--- config.mk ---
export PLATFORM = sky130hd
export DESIGN_NAME = uart_dual_ring_buffer_unit
export DESIGN_NICKNAME = d
export VERILOG_FILES = /design/src/sv/udrb_pkg.sv /design/src/sv/uart_dual_ring_buffer_unit.sv
export VERILOG_INCLUDE_DIRS = /design/src /design/src/sv
export SDC_FILE = /design/constraint.sdc
export NUM_CORES = 2
export LEC_CHECK = 0
export CELL_PAD_IN_SITES_DETAIL_PLACEMENT = 1
export CELL_PAD_IN_SITES_GLOBAL_PLACEMENT = 1
export CORE_ASPECT_RATIO = 2
export CORE_MARGIN = 2
export CORE_UTILIZATION = 52
export CTS_CLUSTER_SIZE = 12
export DETAILED_ROUTE_END_ITERATION = 7
export DONT_BUFFER_PORTS = 1
export GPL_ROUTABILITY_DRIVEN = 0
export PLACE_DENSITY_LB_ADDON = 0.25
export SETUP_SLACK_MARGIN = 0.5
export SYNTH_ARGS = -nofsm -noshare
export SYNTH_HDL_FRONTEND = slang
export SYNTH_SLANG_ARGS = --single-unit
--- constraint.sdc ---
create_clock -name clk -period 7.8 [get_ports clk]
set_input_delay 0.78 -clock clk [delete_from_list [all_inputs] [get_ports clk]]
set_output_delay 0.78 -clock clk [all_outputs]
set_load 0.1 [all_outputs]
--- src/sv/assert_macros.svh ---
// ----------------------------------------------------------------------------
// Assertion macros
// Shared concurrent assertion wrappers for the UART ring buffer RTL.
// ----------------------------------------------------------------------------
`ifndef ASSERT_MACROS_SVH
`define ASSERT_MACROS_SVH

`ifndef SYNTH
// Clocked assertion, disabled while reset is asserted.
`define ASSERT_CLK(lbl, clk, rst_n, prop) \
  lbl: assert property (@(posedge clk) disable iff (!rst_n) prop) \
    else $error("assertion failed");
// Clocked assertion that also holds during reset.
`define ASSERT_ALWAYS(lbl, clk, prop) \
  lbl: assert property (@(posedge clk) prop) else $error("assertion failed");
`else
`define ASSERT_CLK(lbl, clk, rst_n, prop)
`define ASSERT_ALWAYS(lbl, clk, prop)
`endif

`endif

--- src/sv/udrb_pkg.sv ---
// ----------------------------------------------------------------------------
// UART dual ring buffer package
// Command and register codes, default depths and a count saturation helper.
// ----------------------------------------------------------------------------
package udrb_pkg;

  localparam int DEF_RX_DEPTH = 256;
  localparam int DEF_TX_DEPTH = 256;

  // Wide enough for any count up to the largest supported depth.
  localparam int CNT_W = 13;

  localparam int CFG_IDX_W = 2;

  typedef enum logic [2:0] {
    CMD_RX_BYTE  = 3'd0,
    CMD_TX_READY = 3'd1,
    CMD_GET_CHAR = 3'd2,
    CMD_PUT_CHAR = 3'd3,
    CMD_DRAIN_TX = 3'd4
  } cmd_t;

  typedef enum logic [CFG_IDX_W-1:0] {
    REG_SYNC_MODE = 2'd0,
    REG_RX_NOTIFY = 2'd1
  } reg_idx_t;

  // Clamp a count to the 8-bit reporting range.
  function automatic logic [7:0] sat8(input logic [CNT_W-1:0] v);
    logic [7:0] res;
    if (v > CNT_W'(255)) res = 8'hFF;
    else res = v[7:0];
    return res;
  endfunction

endpackage

--- src/sv/uart_dual_ring_buffer_unit.sv ---
// ----------------------------------------------------------------------------
// UART dual ring buffer unit
// Receive and transmit byte rings for a UART, one result per request.
// ----------------------------------------------------------------------------
// A request passes through the pending stage and then the output register.
// At the accepting edge the ring pointers update, the ring memory is read or
// written and the request's flags enter the pending stage. Once the output
// register is free, the registered memory read data joins the pending
// flags and the updated counts in the output register. A new request is
// taken only while the pending stage is empty; holding requests off keeps
// the pointers and read data of the pending request intact until its result
// is formed. The output register acts as a skid stage: a new request can be
// taken while an earlier result is still waiting on the result channel.
// Both rings live in synchronous single-port style memories with no reset;
// a received byte is written without a full check and overwrites old data.
`include "assert_macros.svh"

module uart_dual_ring_buffer_unit
  import udrb_pkg::*;
#(
  parameter int RX_DEPTH = DEF_RX_DEPTH,
  parameter int TX_DEPTH = DEF_TX_DEPTH
) (
  input  logic                 clk,
  input  logic                 rst_n,
  // Configuration write port.
  input  logic                 cfg_we,
  input  logic [CFG_IDX_W-1:0] cfg_addr,
  input  logic                 cfg_wdata,
  // Request channel.
  input  logic                 in_valid,
  output logic                 in_stall,
  input  logic [2:0]           in_cmd,
  input  logic [7:0]           in_data_in,
  // Result channel.
  output logic                 out_valid,
  input  logic                 out_stall,
  output logic                 out_status,
  output logic                 out_read_valid,
  output logic [7:0]           out_read_byte,
  output logic                 out_send_valid,
  output logic [7:0]           out_send_byte,
  output logic                 out_notify_valid,
  output logic [7:0]           out_notify_byte,
  output logic [7:0]           out_rx_count,
  output logic [7:0]           out_tx_free,
  output logic                 out_tx_irq_on
);

  localparam int RXW = $clog2(RX_DEPTH);
  localparam int TXW = $clog2(TX_DEPTH);

  // Ring storage. Entries are undefined until written.
  logic [7:0] rx_mem [RX_DEPTH];
  logic [7:0] tx_mem [TX_DEPTH];
  logic [7:0] rx_rd_q;
  logic [7:0] tx_rd_q;

  // Ring pointers and control.
  logic [RXW-1:0] rx_wr_r, rx_wr_nxt, rx_rd_r, rx_rd_nxt;
  logic [TXW-1:0] tx_wr_r, tx_wr_nxt, tx_rd_r, tx_rd_nxt;
  logic           irq_r, irq_nxt;
  logic           sync_mode_r, rx_notify_r;

  // Pending stage: result of the last accepted request, held until the output register takes it.
  logic       pend_r;
  logic       p_status_r, p_rv_r, p_sv_r, p_send_mem_r, p_nv_r;
  logic [7:0] p_data_r;
  logic       p_status_nxt, p_rv_nxt, p_sv_nxt, p_send_mem_nxt, p_nv_nxt;

  // Memory controls for the request being accepted.
  logic rx_we, rx_re, tx_we, tx_re;

  logic accept;
  logic out_valid_r;
  logic out_free;

  logic [RXW:0] rx_used;
  logic [TXW:0] tx_used;
  logic [TXW:0] tx_free;
  logic [TXW:0] tx_used_cur;

  assign accept   = in_valid && !in_stall;
  assign in_stall = pend_r;
  assign out_free = !out_valid_r || !out_stall;

  // Occupancy from the current pointers; these settle during the pending
  // cycle and are captured with the result.
  always_comb begin
    if (rx_wr_r >= rx_rd_r) begin
      rx_used = {1'b0, rx_wr_r} - {1'b0, rx_rd_r};
    end else begin
      rx_used = {1'b0, rx_wr_r} + (RXW+1)'(RX_DEPTH) - {1'b0, rx_rd_r};
    end
    if (tx_wr_r >= tx_rd_r) begin
      tx_used = {1'b0, tx_wr_r} - {1'b0, tx_rd_r};
    end else begin
      tx_used = {1'b0, tx_wr_r} + (TXW+1)'(TX_DEPTH) - {1'b0, tx_rd_r};
    end
    tx_free     = (TXW+1)'(TX_DEPTH - 1) - tx_used;
    tx_used_cur = tx_used;
  end

  // Request decode: pointer updates, memory accesses and result flags.
  always_comb begin
    rx_wr_nxt      = rx_wr_r;
    rx_rd_nxt      = rx_rd_r;
    tx_wr_nxt      = tx_wr_r;
    tx_rd_nxt      = tx_rd_r;
    irq_nxt        = irq_r;
    rx_we          = 1'b0;
    rx_re          = 1'b0;
    tx_we          = 1'b0;
    tx_re          = 1'b0;
    p_status_nxt   = 1'b0;
    p_rv_nxt       = 1'b0;
    p_sv_nxt       = 1'b0;
    p_send_mem_nxt = 1'b0;
    p_nv_nxt       = 1'b0;
    if (accept) begin
      unique case (in_cmd)
        CMD_RX_BYTE: begin
          rx_we     = 1'b1;
          rx_wr_nxt = (rx_wr_r == RXW'(RX_DEPTH - 1)) ? '0 : rx_wr_r + 1'b1;
          p_nv_nxt  = rx_notify_r;
        end
        CMD_TX_READY: begin
          if (sync_mode_r) begin
            irq_nxt = 1'b0;
          end else begin
            if (tx_wr_r != tx_rd_r) begin
              tx_re          = 1'b1;
              p_sv_nxt       = 1'b1;
              p_send_mem_nxt = 1'b1;
              tx_rd_nxt = (tx_rd_r == TXW'(TX_DEPTH - 1)) ? '0 : tx_rd_r + 1'b1;
            end
            if (tx_wr_r == tx_rd_nxt) irq_nxt = 1'b0;
          end
        end
        CMD_GET_CHAR: begin
          if (rx_rd_r != rx_wr_r) begin
            rx_re     = 1'b1;
            p_rv_nxt  = 1'b1;
            rx_rd_nxt = (rx_rd_r == RXW'(RX_DEPTH - 1)) ? '0 : rx_rd_r + 1'b1;
          end else begin
            p_status_nxt = 1'b1;
          end
        end
        CMD_PUT_CHAR: begin
          if (sync_mode_r) begin
            p_sv_nxt = 1'b1;
          end else begin
            // One slot stays unused so that full and empty differ.
            if (tx_used_cur != (TXW+1)'(TX_DEPTH - 1)) begin
              tx_we     = 1'b1;
              tx_wr_nxt = (tx_wr_r == TXW'(TX_DEPTH - 1)) ? '0 : tx_wr_r + 1'b1;
            end else begin
              p_status_nxt = 1'b1;
            end
            irq_nxt = 1'b1;
          end
        end
        CMD_DRAIN_TX: begin
          tx_wr_nxt = '0;
          tx_rd_nxt = '0;
        end
        default: begin
        end
      endcase
    end
  end

  // Receive ring memory.
  always_ff @(posedge clk) begin
    if (rx_we) rx_mem[rx_wr_r] <= in_data_in;
    if (rx_re) rx_rd_q <= rx_mem[rx_rd_r];
  end

  // Transmit ring memory.
  always_ff @(posedge clk) begin
    if (tx_we) tx_mem[tx_wr_r] <= in_data_in;
    if (tx_re) tx_rd_q <= tx_mem[tx_rd_r];
  end

  // Control state.
  always_ff @(posedge clk) begin
    if (!rst_n) begin
      rx_wr_r     <= '0;
      rx_rd_r     <= '0;
      tx_wr_r     <= '0;
      tx_rd_r     <= '0;
      irq_r       <= 1'b0;
      sync_mode_r <= 1'b0;
      rx_notify_r <= 1'b0;
      pend_r      <= 1'b0;
      out_valid_r <= 1'b0;
    end else begin
      rx_wr_r <= rx_wr_nxt;
      rx_rd_r <= rx_rd_nxt;
      tx_wr_r <= tx_wr_nxt;
      tx_rd_r <= tx_rd_nxt;
      irq_r   <= irq_nxt;
      if (cfg_we) begin
        unique case (cfg_addr)
          REG_SYNC_MODE: sync_mode_r <= cfg_wdata;
          REG_RX_NOTIFY: rx_notify_r <= cfg_wdata;
          default: begin
          end
        endcase
      end
      if (accept) begin
        pend_r <= 1'b1;
      end else if (pend_r && out_free) begin
        pend_r <= 1'b0;
      end
      if (pend_r && out_free) begin
        out_valid_r <= 1'b1;
      end else if (!out_stall) begin
        out_valid_r <= 1'b0;
      end
    end
  end

  // Pending stage payload.
  always_ff @(posedge clk) begin
    if (accept) begin
      p_status_r   <= p_status_nxt;
      p_rv_r       <= p_rv_nxt;
      p_sv_r       <= p_sv_nxt;
      p_send_mem_r <= p_send_mem_nxt;
      p_nv_r       <= p_nv_nxt;
      p_data_r     <= in_data_in;
    end
  end

  // Output register: memory read data joins the result here.
  always_ff @(posedge clk) begin
    if (pend_r && out_free) begin
      out_status       <= p_status_r;
      out_read_valid   <= p_rv_r;
      out_read_byte    <= p_rv_r ? rx_rd_q : 8'h00;
      out_send_valid   <= p_sv_r;
      out_send_byte    <= !p_sv_r ? 8'h00 : (p_send_mem_r ? tx_rd_q : p_data_r);
      out_notify_valid <= p_nv_r;
      out_notify_byte  <= p_nv_r ? p_data_r : 8'h00;
      out_rx_count     <= sat8(CNT_W'(rx_used));
      out_tx_free      <= sat8(CNT_W'(tx_free));
      out_tx_irq_on    <= irq_r;
    end
  end

  assign out_valid = out_valid_r;

  `ASSERT_CLK(a_accept_sets_pend, clk, rst_n, accept |=> pend_r)
  `ASSERT_CLK(a_pend_holds, clk, rst_n, (pend_r && !out_free) |=> pend_r)
  `ASSERT_CLK(a_read_not_status, clk, rst_n, (out_valid && out_read_valid) |-> !out_status)
  `ASSERT_CLK(a_one_action, clk, rst_n,
              out_valid |-> !(out_read_valid && (out_send_valid || out_notify_valid)))

endmodule

==> flow_summary_export.csv <==
group,metric,value,unit
yosys,synth-simple-area-share,0.02899,
yosys,synth_mux_area_frac,0.1517,
outcome,violations,"max-capacitance violations",
worst_hold_path,hp-class,"in2reg",
detailed_routing,ant_nets,0,
clock_tree,clkSinkCount,4207,
sta,fin_crit_sh,0.7317,
detailed_routing,vias,82430,
global_routing,antenna_found_initial,23,
sta,tightest_slew,1.465,ns
global_routing,track_usage,0.3171,
setup_path,arrival,6.41,ns
global_routing,grt_max_degree,514,
floorplanning,die_w,401.2,um
floorplanning,num_rows,291,
detailed_routing,finalWirelength,506.8,mm
finish,area_growth_syn_to_layout,9.671,%
placement,port_buffers,0,
floorplanning,die-area,320300,um2
finish,fin_cells,12240,
yosys,synth_compound_area_frac,0.03130,
yosys,async_flop_share,0,
setup_path,endpoint_kind,"register",
yosys,synth_xor_area_frac,0.001441,
sta,clock_skew,0.06744,ns
clock_tree,clk_path_buf_depth,4,
sta,fin_crit,5.707,ns
setup_path,critPathMaxFanout,101,
sta,grt_setup_unrepaired,"false",
yosys,synth_adder_area_share,0.002227,
detailed_routing,wl_per_cell,41.41,um
yosys,synth_cell_types,82,
yosys,synth_edf_count,4170,
yosys,synth-seq-cells,4207,
yosys,synth_top_family_by_area,"multiplexers",
placement,dpl.cell_count,11660,
yosys,yosysTopAreaCell,"edfxtp_1",
yosys,ys_warn_count,0,
setup_path,critPathKind,"reg2reg",
outcome,status,"finished with violations",
yosys,syn_avg_cell_area,20.96,um2
finish,final_common_cell,"edfxtp_1",
yosys,synth_nets,7876,
clock_tree,clk_pin_slew,0.06,ns
global_routing,grt_pass1_wl,703.6,mm
detailed_routing,drc,0,
yosys,synthCells,7829,
sta,hold_viol,0,
finish,final_cell_mix,"edfxtp_1 (4170), mux4_2 (969), nor2_1 (606)",
yosys,ys.flop_type,"edfxtp_1",
floorplanning,chipHeight,798.4,um
clock_tree,cts_tree,"built",
power,p_leak,53.62,nW
flow_run,cap_violations,1,
floorplanning,ioPinCount,66,
global_routing,first_global_vias,88330,
setup_path,critPathLaunchType,"register",
clock_tree,htreeDepth,5,
placement,place_area,168500,um2
global_routing,overflow,0,
finish,drive_gt1_frac,0.2065,
yosys,ys_top_cells_by_area,"edfxtp_1 (76%), mux4_2 (13%), mux2i_1 (1.8%)",
clock_tree,insertion_delay,0.95,ns
placement,hpwl,315.0,mm
clock_tree,cts_buffers,396,
power,peakVddDrop,0.1962,mV
floorplanning,core_area,313900,um2
sta,max_slew_margin,0.02142,
sta,slew_viol_final,0,
finish,nets,8038,
detailed_routing,drt_iter0_markers,8784,
setup_path,worst_ep_required_time,8.50,ns
detailed_routing,vias_per_cell,6.735,
yosys,synthesis.area,164100,um2
yosys,yosysSeqAreaShare,0.7677,
sta,finalSetupTns,0,ns
clock_tree,cts_resized,0,
clock_tree,postCtsSetupRepairBufs,0,
finish,final_area,179900,um2
detailed_routing,dr.pass1.iters,5,
sta,setup_viol,0,
power,p_per_area,237.5,nW/um2
floorplanning,start_util,0.5228,
sta,holdWs,0.02115,ns
finish,fin_util,0.5733,
finish,fillers,26240,
yosys,synth_top_area_share,0.7632,
clock_tree,root_buffer,"clkbuf_16",
sta,fmaxAchievable,0.1752,GHz
-- path summary, 6_finish.rpt --
path,start,end,slack (ns),cells past startpoint
hold / removal,in_data_in[1],tx_mem[245][1]$_DFFE_PP_,0.02,0
setup / recovery,tx_rd_r[0]$_SDFFE_PN0P_,tx_rd_q[2]$_DFFE_PP_,2.09,8
hold reg to reg,p_status_r$_DFFE_PP_,out_status$_DFFE_PP_,0.47,0
setup reg to reg,tx_rd_r[0]$_SDFFE_PN0P_,tx_rd_q[2]$_DFFE_PP_,2.09,8
-- where the power goes --
group / switching (mW) / leakage (nW) / total (mW) / internal [mW]
registers: 0.103 / 37.8 / 25.0 / 24.9
clock network: 7.95 / 5.20 / 17.3 / 9.34
logic: 0.417 / 10.6 / 0.490 / 0.0724
-- metal layers --
metal,GRT usage,share of wire
met1,0.3393,0.31
met2,0.5489,0.52
met3,0.05370,0.068
met4,0.2665,0.10
met5,0,0.00023
-- state kept, by name (all words and copies together), names as in the netlist, 8 cells and up --
name	cells
tx_mem	2048
p_data_r	8
rx_rd_r	8
out_rx_count	8
tx_rd_q	8
rx_rd_q	8
tx_rd_r	8
out_tx_free	8
rx_wr_r	8
out_notify_byte	8
tx_wr_r	8
out_read_byte	8
rx_mem	2048
out_send_byte	8
-- timing repair --
item,4_1_cts,5_1_grt
hold buffers,7,14
hold endpoints to repair,10,170
endpoints found under the setup margin,0,0
-- logic make-up after synthesis --
family          count (synthesis)
xor+xnor                       27
buf+inv                       497
fa+ha+maj                      28
mux                          1270
simple gates                 1063
compound gates                737
flops                        4207
-- critical path: stages (launching register included) --
cell      delay (ns)
dfxtp_4         0.78
buf_12          0.60
buf_4           0.68
mux4_2          0.59
a22o_1          0.26
a221oi_1        0.94
o221ai_1        0.76
buf_4           0.34
and4_1          0.19
-- through the flow --
| step | power, mW | worst slack (ns) |
|---|---|---|
| global route | 43.59 | 2.005 |
| global placement | 25.56 | 2.310 |
| finish | 42.74 | 2.093 |
| CTS | 42.52 | 2.227 |
| floorplan | 25.51 | 2.860 |
| detailed placement | 25.57 | 2.240 |
-- Yosys cell counts, types with 17 or more instances --
library cell  instances
clkbuf_1            180
inv_1                21
o221ai_1             44
mux4_2              969
nor3_1               25
a31oi_1              19
o21ai_0              87
buf_6                42
dfxtp_1              37
mux2i_1             289
a21oi_1             135
buf_1                29
buf_4                61
a221oi_1             54
buf_2               141
nand4_1              17
xnor2_1              18
o22ai_1              70
and2_1               26
a22oi_1             140
nand2_1             177
nor2_1              611
nand3_1              74
a211oi_1             51
nand2b_1             18
a22o_1               37
o211ai_1             18
nor2b_1              37
edfxtp_1           4170
ha_1                 26
-- area by class of cell --
class | instances | area, um2 | area share
inverters | 31 | 122.6 | 0.0006815
clock buffers | 511 | 10550 | 0.05865
clock inverters | 16 | 140.1 | 0.0007788
repair buffers | 230 | 2392 | 0.01330
well taps | 4102 | 5132 | 0.02852
diodes | 17 | 42.54 | 0.0002364
flip-flops and latches | 4207 | 126000 | 0.7002
multi-input cells | 3125 | 35560 | 0.1976
No activity file was read; power rests on OpenSTA's default activity.
